## src/design/ucfp_pkg.sv

```systemverilog
// Shared types and constants for the UART command frame parser.
`default_nettype none

package ucfp_pkg;

    // Register defaults and command code range
    localparam logic [7:0] HEADER_RESET  = 8'hAA;
    localparam logic [7:0] TRAILER_RESET = 8'h55;
    localparam logic [7:0] CMD_MIN       = 8'h01;
    localparam logic [7:0] CMD_MAX       = 8'h05;
    localparam logic [2:0] CMD_NONE      = 3'd0;

    // Configuration register indexes
    localparam int CFG_INDEX_W = 1;
    typedef enum logic [CFG_INDEX_W-1:0] {
        CFG_HEADER  = 1'b0,
        CFG_TRAILER = 1'b1
    } cfg_index_t;

    // Frame position, one-hot
    typedef enum logic [8:0] {
        POS_HDR  = 9'b000000001,
        POS_CMD  = 9'b000000010,
        POS_SPDH = 9'b000000100,
        POS_SPDL = 9'b000001000,
        POS_PLSH = 9'b000010000,
        POS_PLSL = 9'b000100000,
        POS_DIR  = 9'b001000000,
        POS_TRL  = 9'b010000000,
        POS_CHK  = 9'b100000000
    } pos_t;

    // One result beat
    typedef struct packed {
        logic        frame_valid;
        logic        checksum_error;
        logic [2:0]  command;
        logic        direction;
        logic [15:0] speed;
        logic [15:0] pulse_count;
    } result_t;

endpackage

`default_nettype wire

```

## src/design/ucfp_if.sv

```systemverilog
// Valid/ready channel interfaces for received bytes and parser results.
`default_nettype none

interface ucfp_in_if;
    logic       valid;
    logic       ready;
    logic [7:0] rx_byte;

    modport source (output valid, output rx_byte, input ready);
    modport sink   (input valid, input rx_byte, output ready);
endinterface

interface ucfp_out_if;
    logic        valid;
    logic        ready;
    logic        frame_valid;
    logic        checksum_error;
    logic [2:0]  command;
    logic        direction;
    logic [15:0] speed;
    logic [15:0] pulse_count;

    modport source (output valid, output frame_valid, output checksum_error,
                    output command, output direction, output speed,
                    output pulse_count, input ready);
    modport sink   (input valid, input frame_valid, input checksum_error,
                    input command, input direction, input speed,
                    input pulse_count, output ready);
endinterface

`default_nettype wire

```

## src/design/uart_command_frame_parser.sv

```systemverilog
// Top level: nine-byte command frame parser with a registered result beat.
// A result beat is registered from each accepted byte and appears in the cycle after it.
// Throughput: one byte per cycle; a byte is taken whenever the result register
// is empty or its beat is being taken in the same cycle.
// Reset: rst_n clears the frame state, latched fields and registers to their
// defaults (header 0xAA, trailer 0x55) at once; no clearing pass.
`default_nettype none

module uart_command_frame_parser
    import ucfp_pkg::*;
(
    input  wire logic                   clk,
    input  wire logic                   rst_n,
    input  wire logic                   cfg_we,
    input  wire logic [CFG_INDEX_W-1:0] cfg_index,
    input  wire logic [7:0]             cfg_data,
    ucfp_in_if.sink                     byte_ch,
    ucfp_out_if.source                  result_ch
);

    // Configuration registers
    logic [7:0] header_reg;
    logic [7:0] trailer_reg;

    // Frame state
    pos_t        pos_reg,        pos_next;
    logic [7:0]  sum_reg,        sum_next;
    logic [2:0]  cmd_reg,        cmd_next;
    logic        dir_reg,        dir_next;
    logic [15:0] speed_part_reg, speed_part_next;
    logic [15:0] pulse_part_reg, pulse_part_next;
    logic [15:0] speed_lat_reg,  speed_lat_next;
    logic [15:0] pulse_lat_reg,  pulse_lat_next;

    // Result register
    logic    out_valid_reg;
    result_t res_reg, res_next;

    logic       accept;
    logic [7:0] rx;

    assign rx            = byte_ch.rx_byte;
    assign byte_ch.ready = !out_valid_reg || result_ch.ready;
    assign accept        = byte_ch.valid && byte_ch.ready;

    // Write configuration registers
    always_ff @(posedge clk or negedge rst_n)
    begin
        if (!rst_n)
        begin
            header_reg  <= HEADER_RESET;
            trailer_reg <= TRAILER_RESET;
        end
        else if (cfg_we)
        begin
            case (cfg_index)
                CFG_HEADER:  header_reg  <= cfg_data;
                CFG_TRAILER: trailer_reg <= cfg_data;
                default:     ;
            endcase
        end
    end

    // Decode one byte against the frame position
    always_comb
    begin
        pos_next        = POS_HDR;
        sum_next        = sum_reg;
        cmd_next        = cmd_reg;
        dir_next        = dir_reg;
        speed_part_next = speed_part_reg;
        pulse_part_next = pulse_part_reg;
        speed_lat_next  = speed_lat_reg;
        pulse_lat_next  = pulse_lat_reg;
        res_next        = '0;

        case (pos_reg)
            POS_HDR:
            begin
                if (rx == header_reg)
                begin
                    sum_next = rx;
                    pos_next = POS_CMD;
                end
            end
            POS_CMD:
            begin
                if (rx inside {[CMD_MIN:CMD_MAX]})
                begin
                    cmd_next = rx[2:0];
                end
                sum_next = sum_reg + rx;
                pos_next = POS_SPDH;
            end
            POS_SPDH:
            begin
                speed_part_next = {rx, speed_part_reg[7:0]};
                sum_next        = sum_reg + rx;
                pos_next        = POS_SPDL;
            end
            POS_SPDL:
            begin
                speed_part_next = {speed_part_reg[15:8], rx};
                sum_next        = sum_reg + rx;
                pos_next        = POS_PLSH;
            end
            POS_PLSH:
            begin
                pulse_part_next = {rx, pulse_part_reg[7:0]};
                sum_next        = sum_reg + rx;
                pos_next        = POS_PLSL;
            end
            POS_PLSL:
            begin
                pulse_part_next = {pulse_part_reg[15:8], rx};
                sum_next        = sum_reg + rx;
                pos_next        = POS_DIR;
            end
            POS_DIR:
            begin
                // Direction takes effect here even if the frame fails later
                if (rx inside {8'd0, 8'd1})
                begin
                    dir_next = rx[0];
                    sum_next = sum_reg + rx;
                    pos_next = POS_TRL;
                end
            end
            POS_TRL:
            begin
                if (rx == trailer_reg)
                begin
                    sum_next = sum_reg + rx;
                    pos_next = POS_CHK;
                end
            end
            POS_CHK:
            begin
                if (rx == sum_reg)
                begin
                    speed_lat_next       = speed_part_reg;
                    pulse_lat_next       = pulse_part_reg;
                    res_next.frame_valid = 1'b1;
                end
                else
                begin
                    res_next.checksum_error = 1'b1;
                end
            end
            default:
            begin
                pos_next = POS_HDR;
            end
        endcase

        // Report the command before a completed frame clears it
        res_next.command     = cmd_next;
        res_next.direction   = dir_next;
        res_next.speed       = speed_lat_next;
        res_next.pulse_count = pulse_lat_next;
        if (res_next.frame_valid)
        begin
            cmd_next = CMD_NONE;
        end
    end

    // Advance frame state on each accepted beat
    always_ff @(posedge clk or negedge rst_n)
    begin
        if (!rst_n)
        begin
            pos_reg        <= POS_HDR;
            sum_reg        <= '0;
            cmd_reg        <= CMD_NONE;
            dir_reg        <= 1'b0;
            speed_part_reg <= '0;
            pulse_part_reg <= '0;
            speed_lat_reg  <= '0;
            pulse_lat_reg  <= '0;
        end
        else if (accept)
        begin
            pos_reg        <= pos_next;
            sum_reg        <= sum_next;
            cmd_reg        <= cmd_next;
            dir_reg        <= dir_next;
            speed_part_reg <= speed_part_next;
            pulse_part_reg <= pulse_part_next;
            speed_lat_reg  <= speed_lat_next;
            pulse_lat_reg  <= pulse_lat_next;
        end
    end

    // Hold the result beat until it is taken
    always_ff @(posedge clk or negedge rst_n)
    begin
        if (!rst_n)
        begin
            out_valid_reg <= 1'b0;
        end
        else if (accept)
        begin
            out_valid_reg <= 1'b1;
        end
        else if (result_ch.ready)
        begin
            out_valid_reg <= 1'b0;
        end
    end

    always_ff @(posedge clk)
    begin
        if (accept)
        begin
            res_reg <= res_next;
        end
    end

    assign result_ch.valid          = out_valid_reg;
    assign result_ch.frame_valid    = res_reg.frame_valid;
    assign result_ch.checksum_error = res_reg.checksum_error;
    assign result_ch.command        = res_reg.command;
    assign result_ch.direction      = res_reg.direction;
    assign result_ch.speed          = res_reg.speed;
    assign result_ch.pulse_count    = res_reg.pulse_count;

    // Checks
    a_pos_onehot: assert property (@(posedge clk) disable iff (!rst_n)
        $onehot(pos_reg))
        else $error("frame position lost its one-hot code");

    a_chk_returns: assert property (@(posedge clk) disable iff (!rst_n)
        accept && (pos_reg == POS_CHK) |=> (pos_reg == POS_HDR))
        else $error("checksum byte did not return the parser to the start");

    a_valid_clears_cmd: assert property (@(posedge clk) disable iff (!rst_n)
        accept && res_next.frame_valid |=> (cmd_reg == CMD_NONE))
        else $error("stored command not cleared after a valid frame");

    a_flags_exclusive: assert property (@(posedge clk) disable iff (!rst_n)
        out_valid_reg |-> !(res_reg.frame_valid && res_reg.checksum_error))
        else $error("frame_valid and checksum_error raised together");

endmodule

`default_nettype wire
```

## src/flat_wrapper.sv

```systemverilog
// flat-port wrapper written by rule: the top's interface ports become plain ports
module uart_command_frame_parser_flat import ucfp_pkg::*;
  (clk, rst_n, cfg_we, cfg_index, cfg_data, byte_ch_valid, byte_ch_rx_byte, byte_ch_ready, result_ch_valid, result_ch_frame_valid, result_ch_checksum_error, result_ch_command, result_ch_direction, result_ch_speed, result_ch_pulse_count, result_ch_ready);
  ucfp_in_if byte_ch_i ();
  ucfp_out_if result_ch_i ();
  input  wire logic clk;
  input  wire logic rst_n;
  input  wire logic cfg_we;
  input  wire logic [CFG_INDEX_W-1:0] cfg_index;
  input  wire logic [7:0] cfg_data;
  input wire logic [$bits(byte_ch_i.valid)-1:0] byte_ch_valid;
  input wire logic [$bits(byte_ch_i.rx_byte)-1:0] byte_ch_rx_byte;
  output wire logic [$bits(byte_ch_i.ready)-1:0] byte_ch_ready;
  output wire logic [$bits(result_ch_i.valid)-1:0] result_ch_valid;
  output wire logic [$bits(result_ch_i.frame_valid)-1:0] result_ch_frame_valid;
  output wire logic [$bits(result_ch_i.checksum_error)-1:0] result_ch_checksum_error;
  output wire logic [$bits(result_ch_i.command)-1:0] result_ch_command;
  output wire logic [$bits(result_ch_i.direction)-1:0] result_ch_direction;
  output wire logic [$bits(result_ch_i.speed)-1:0] result_ch_speed;
  output wire logic [$bits(result_ch_i.pulse_count)-1:0] result_ch_pulse_count;
  input wire logic [$bits(result_ch_i.ready)-1:0] result_ch_ready;
  assign byte_ch_i.valid = byte_ch_valid;
  assign byte_ch_i.rx_byte = byte_ch_rx_byte;
  assign byte_ch_ready = byte_ch_i.ready;
  assign result_ch_valid = result_ch_i.valid;
  assign result_ch_frame_valid = result_ch_i.frame_valid;
  assign result_ch_checksum_error = result_ch_i.checksum_error;
  assign result_ch_command = result_ch_i.command;
  assign result_ch_direction = result_ch_i.direction;
  assign result_ch_speed = result_ch_i.speed;
  assign result_ch_pulse_count = result_ch_i.pulse_count;
  assign result_ch_i.ready = result_ch_ready;
  uart_command_frame_parser u_core (.clk(clk), .rst_n(rst_n), .cfg_we(cfg_we), .cfg_index(cfg_index), .cfg_data(cfg_data), .byte_ch(byte_ch_i), .result_ch(result_ch_i));
endmodule
```

## config.mk

```make
export PLATFORM = sky130hd
export DESIGN_NAME = uart_command_frame_parser_flat
export DESIGN_NICKNAME = d
export VERILOG_FILES = /design/src/design/ucfp_pkg.sv /design/src/design/ucfp_if.sv /design/src/design/uart_command_frame_parser.sv /design/src/flat_wrapper.sv
export SDC_FILE = /design/constraint.sdc
export NUM_CORES = 1
export LEC_CHECK = 0
export ABC_CLOCK_PERIOD_IN_PS = 6550
export BUFFER_PORTS_ARGS = -buffer_cell sky130_fd_sc_hd__buf_4
export CORE_ASPECT_RATIO = 1.5
export CORE_UTILIZATION = 63
export DETAILED_ROUTE_END_ITERATION = 6
export GPL_ROUTABILITY_DRIVEN = 0
export PLACE_DENSITY_LB_ADDON = 0.25
export SYNTH_ARGS = -nofsm -noshare
export SYNTH_HDL_FRONTEND = slang
export SYNTH_SLANG_ARGS = --single-unit
```

## constraint.sdc

```tcl
create_clock -name clk -period 6.55 [get_ports clk]
set_clock_uncertainty 0.15 [all_clocks]
set_input_delay 0.9825 -clock clk [delete_from_list [all_inputs] [get_ports clk]]
set_output_delay 0.9825 -clock clk [all_outputs]
set_load 0.02 [all_outputs]
```

==> results of run 1 <==
-- cell usage after synthesis (3+ instances only) --
cell type / instances
buf_2: 12
a21oi_1: 10
inv_1: 7
nor4_1: 5
ha_1: 7
a21o_1: 8
clkbuf_1: 10
dfrtp_1: 93
o22ai_1: 6
and2_1: 3
nor4_4: 3
xnor2_1: 4
nand2_1: 14
nor2_1: 20
edfxtp_1: 38
xor2_1: 20
nor3_1: 5
o21ai_0: 11
a22o_1: 4
nand2b_1: 5
dfstp_2: 9
mux2_2: 116
nand3_1: 3
-- logic make-up (layout without fill, tap and decap cells) --
logic type | count (synthesis) | after routing | share of synthesized area, %
buffers and inverters | 29 | 103 | 1.97
AO/OA/AOI/OAI | 52 | 52 | 5.79
XOR/XNOR | 24 | 24 | 3.35
multiplexers | 117 | 117 | 21.0
flip-flops | 140 | 140 | 59.0
adder cells (fa/ha/maj) | 8 | 8 | 1.71
AND/OR/NAND/NOR | 71 | 71 | 7.25
-- area by class of cell --
class / count / area, um^2 / share of cell area, %
clock inverter: 9 / 73.8 / 1.01
multi-input combinational: 272 / 2460 / 33.5
clock buffer: 22 / 444 / 6.05
sequential: 140 / 3700 / 50.5
inverter: 7 / 26.3 / 0.358
tap: 115 / 144 / 1.96
timing repair buffer: 65 / 488 / 6.65
-- critical path: cells and delay by family --
family / cells / cell delay, ns
simple gates: 3 / 1.40
mux: 1 / 0.37
buf+inv: 3 / 0.63
fa+ha+maj: 1 / 0.35
-- layer usage --
metal	track usage [%]	wire length [um]
met1	29.3	4660
met2	42.6	6420
met3	4.97	485
met4	12.9	253
met5	0	0
-- power by group --
part / switching [mW] / total, mW / leakage [nW] / internal, mW
clock network: 0.331 / 0.844 / 0.253 / 0.514
logic: 0.233 / 0.428 / 1.39 / 0.194
registers: 0.0737 / 1.07 / 1.70 / 0.998
total: 0.637 / 2.34 / 3.34 / 1.71
-- stage by stage --
step	setup WS [ns]	util, %	instances
CTS	2.96	75.8	630
global placement	2.54	70.4	599
global route	2.78	75.8	630
detailed placement	2.51	70.4	599
finish	2.96	75.8	630
floorplan	3.09	-	441
-- path summary, 6_finish.rpt --
check                                    from                 endpoint  slack [ns]  depth (start not counted)
max                        byte_ch_rx_byte[3]  u_core.pulse_lat_reg[1]        2.96                          8
max reg2reg                 u_core.pos_reg[3]  u_core.pulse_lat_reg[1]        3.27                          6
min reg2reg                 u_core.cmd_reg[0]        u_core.cmd_reg[0]        0.35                          1
max in group asynchronous               rst_n        u_core.pos_reg[4]        4.68                          2
min                                     rst_n        u_core.sum_reg[7]        0.34                          1
min in group clk            u_core.cmd_reg[0]        u_core.cmd_reg[0]        0.35                          1
==> results.cfg, run 1 <==
[run_status]
status = finished, final reports clean

[power]
total_power_mw = 2.34
ir_drop_uv = 284
power_per_cell_area_nw_per_um2 = 319
leakage_nw = 3.34

[route]
firstDrtPassIters = 5
drt-total-wl_um = 11800
drt_iter0_drc = 219
wl_per_cell_um = 18.8
vias = 3751
drc = 0
detail-route-antenna-nets = 0
vias_per_cell = 5.95

[cells_and_area]
final_cell_mix = 116 x mux2_2, 93 x dfrtp_1, 65 x buf_4
fin_nets = 533
drive_gt1_share_pct = 44.7
nFillCells = 589
antenna_cells = 0
area_delta_synth_final_pct = 16.9
fin_area_um2 = 7340
final_common_cell = mux2_2

[worst_setup_path]
cp_max_fo = 18
worstPathCellList = buf_4, ha_1, nor4_1, and3_1, inv_1, nor3_2, buf_4, mux2_2
path_common_cell = buf_4
crit_type = input pin to flop
worst-endpoint-required_ns = 6.69
slowest_delay_ns = 0.89
crit_slowest_cell = nor3_2
crit_path_end_kind = flop
crit_arrival_ns = 3.74
setup.worst_path.start_class = input pin

[placed_design]
place_area_um2 = 6830
hpwl_um = 7890
io_buffer_count = 61

[cts]
ctsLongestPathBuffers = 2
cts_tree = yes
clockRootBuffer = clkbuf_16
h-tree-depth = 4
clk-insertion-delay-late_ns = 0.41
post_cts_buffers = 0
numCtsBuffers = 17
path_clk_slew_ns = 0.05
cts.sinks = 140
cts_resized = 0
ctsHoldBuffers = 0

[synth]
synthArstFlopShare_pct = 72.9
ys_seq_area_share_pct = 59.0
synthTopCellsByArea = dfrtp_1 37%, mux2_2 21%, edfxtp_1 18%
synth_cell_type_count = 48
synth_seq_cells = 140
synth_area_per_cell_um2 = 14.2
synth_top_area_share_pct = 37.0
syn-cell-area_um2 = 6280
synth_top_cell_by_area = dfrtp_1
synth_edf_count = 38
yosysWarnings = 0
syn_nets = 471
synthCells = 441
synth_flop_cell = dfrtp_1

[timing]
clock.fmax_mhz = 278
final_hold_viol_count = 0
finalCritPeriodShare_pct = 54.8
tns_ns = 0
rsz0062_at_grt = no
hold_slack_ns = 0.336
max-slew-margin-rel_pct = 22.1
worst_pin_slew_ns = 1.15
slew_viol_final = 0
finalSetupViolations = 0
min_period_ns = 3.59

[run]
cap_viol_max_count = 0

[global_routing]
grt_max_degree = 75
track_usage_pct = 24.8
gr-total-overflow = 0
grt_pass1_vias = 3972
antenna_found_initial = 0
grt_pass1_wl_um = 19800

[floorplanning]
io_pins = 62
core_um2 = 9690
num_rows = 44
die_width_um = 83.5
die_area_um2 = 10400
initial_core_util_pct = 64.9
die_height_um = 124

[hold_path]
hold_path_class = input pin to asynchronous set/reset pin
No activity file was read; power rests on OpenSTA's default activity.
==> run 2, diff against run 1 <==
Settings changed: ABC_CLOCK_PERIOD_IN_PS 6550 to 3100, CORE_UTILIZATION 63 to 53.
Clock period 6.55 ns to 3.1 ns, I/O delays scaled along.
==> run 2 against run 1 <==
Count of clock-buffer cells in the layout down 3. Critical path depth down 2. First-iteration DRC count down 20%. Routed wire length up 3.5%. Global-route usage down 2.9 points. Sequential power up 110%. Worst hold slack worse by 0.22 ns. Non-clock buffer count up 6. Flip-flop and latch count unchanged. Critical path type is now flop to flop. Largest power group unchanged. Sequential share of layout area down 1.2 points.
==> results.cfg, run 2 (synthesized netlist as in run 1, its figures left out) <==
[run_status]
status = finished, final reports clean

[cells_and_area]
final_common_cell = mux2_2
final_cell_mix = 116 x mux2_2, 93 x dfrtp_1, 68 x buf_4
antenna_cells = 0
drive_gt1_share_pct = 46.4
fin_nets = 539
fin_cells = 672
fin_area_um2 = 7530
final_core_util_pct = 65.3
area_delta_synth_final_pct = 19.8

[timing]
finalCritPeriodShare_pct = 88.9
final_hold_viol_count = 0
finalSetupViolations = 0
rsz0062_at_grt = no
worst_pin_slew_ns = 1.18
hold_slack_ns = 0.113
setup_slack_ns = 0.343
min_period_ns = 2.76
clock.fmax_mhz = 363
max-slew-margin-rel_pct = 19.9
slew_viol_final = 0
tns_ns = 0

[worst_setup_path]
crit_arrival_ns = 2.91
worst-endpoint-required_ns = 3.26
crit_buf_inv = 0
worstPathCellList = or3_1, nor2_1, o311ai_1, a21boi_4, o211a_1, a2bb2oi_2
crit_slowest_cell = o311ai_1
slowest_delay_ns = 0.97
setup.worst_path.start_class = flop
crit_path_end_kind = flop
cp_max_fo = 9
critPathTopFamily = compound AO/OA/AOI/OAI gates
crit_type = flop to flop

[route]
vias = 3814
drc = 0
drt-total-wl_um = 12200
drt_iter0_drc = 175
firstDrtPassIters = 4
detail-route-antenna-nets = 0
wl_per_cell_um = 18.2
vias_per_cell = 5.68

[cts]
path_clk_slew_ns = 0.06
numCtsBuffers = 17
h-tree-depth = 4
clockRootBuffer = clkbuf_16
cts_tree = yes
clk-insertion-delay-late_ns = 0.42
ctsLongestPathBuffers = 2
cts.sinks = 140
post_cts_buffers = 0

[global_routing]
grt_pass1_vias = 3917
antenna_found_initial = 0
track_usage_pct = 21.9
gr-total-overflow = 0
grt_pass1_wl_um = 20100
grt_max_degree = 54

[power]
total_power_mw = 5.17
leakage_nw = 3.39
ir_drop_uv = 515
power_per_cell_area_nw_per_um2 = 687

[floorplanning]
die_area_um2 = 12300
io_pins = 62
die_width_um = 90.9
core_um2 = 11500
die_height_um = 135
num_rows = 48
initial_core_util_pct = 54.5

[hold_path]
hold_path_class = input pin to flop

[placed_design]
place_ws_ns = 0.347
place_area_um2 = 6930
io_buffer_count = 61
hpwl_um = 7850
dp.cells = 639

[run]
cap_viol_max_count = 0
run 2: cell count changes in the layout (fill, tap and decap cells not counted), sizes merged:
cell	delta
inv	+3
clkinv	-5
clkbuf	-3
clkinvlp	+5
buf	+5
bufinv	+1
dlygate4sd3	+1
run 2: worst paths after layout:
check | start | endpoint | slack [ns] | depth (start not counted)
min reg2reg | u_core.cmd_reg[2] | u_core.cmd_reg[2] | 0.35 | 1
max | u_core.pos_reg[6] | u_core.sum_reg[7] | 0.34 | 6
max in group asynchronous | rst_n | u_core.result_ch.valid | 1.62 | 3
max reg2reg | u_core.pos_reg[6] | u_core.sum_reg[7] | 0.34 | 6
min in group asynchronous | rst_n | u_core.speed_part_reg[0] | 0.47 | 2
min | byte_ch_valid | u_core.result_ch.valid | 0.11 | 2
run 2: area by class of cell:
type                    instances  area (um^2)
fillers                       880         4010
repair buffers                 71          561
inverters                       7         26.3
flip-flops and latches        140         3700
clock inverters                13          141
multi-input cells             272         2460
well taps                     150          188
clock buffers                  19          443
run 2: power by group:
group / internal, mW / switching [mW] / total (mW)
clock: 1.21 / 0.776 / 1.98
sequential: 2.11 / 0.145 / 2.25
combinational: 0.432 / 0.502 / 0.934
total: 3.75 / 1.42 / 5.17
run 2: repair_timing:
action                    4_1_cts  5_1_grt
resized for setup               0        0
hold endpoints to repair       40        0
hold buffers                    1        0
run 2: layer usage:
| layer | wire (um) | share of wire (%) | track usage (%) | vias to the layer above |
|---|---|---|---|---|
| li1 | - | - | - | 1746 |
| met1 | 4940 | 40 | 25.5 | 1935 |
| met2 | 6470 | 53 | 38.1 | 110 |
| met3 | 529 | 4.3 | 5.39 | 23 |
| met4 | 291 | 2.4 | 9.70 | 0 |
| met5 | 0 | 0 | 0 | - |
run 2: worst register-to-register path, stage by stage (launching register included):
cell	delay, ns
dfrtp_1	0.52
or3_1	0.36
nor2_1	0.12
o311ai_1	0.97
a21boi_4	0.22
o211a_1	0.18
a2bb2oi_2	0.12
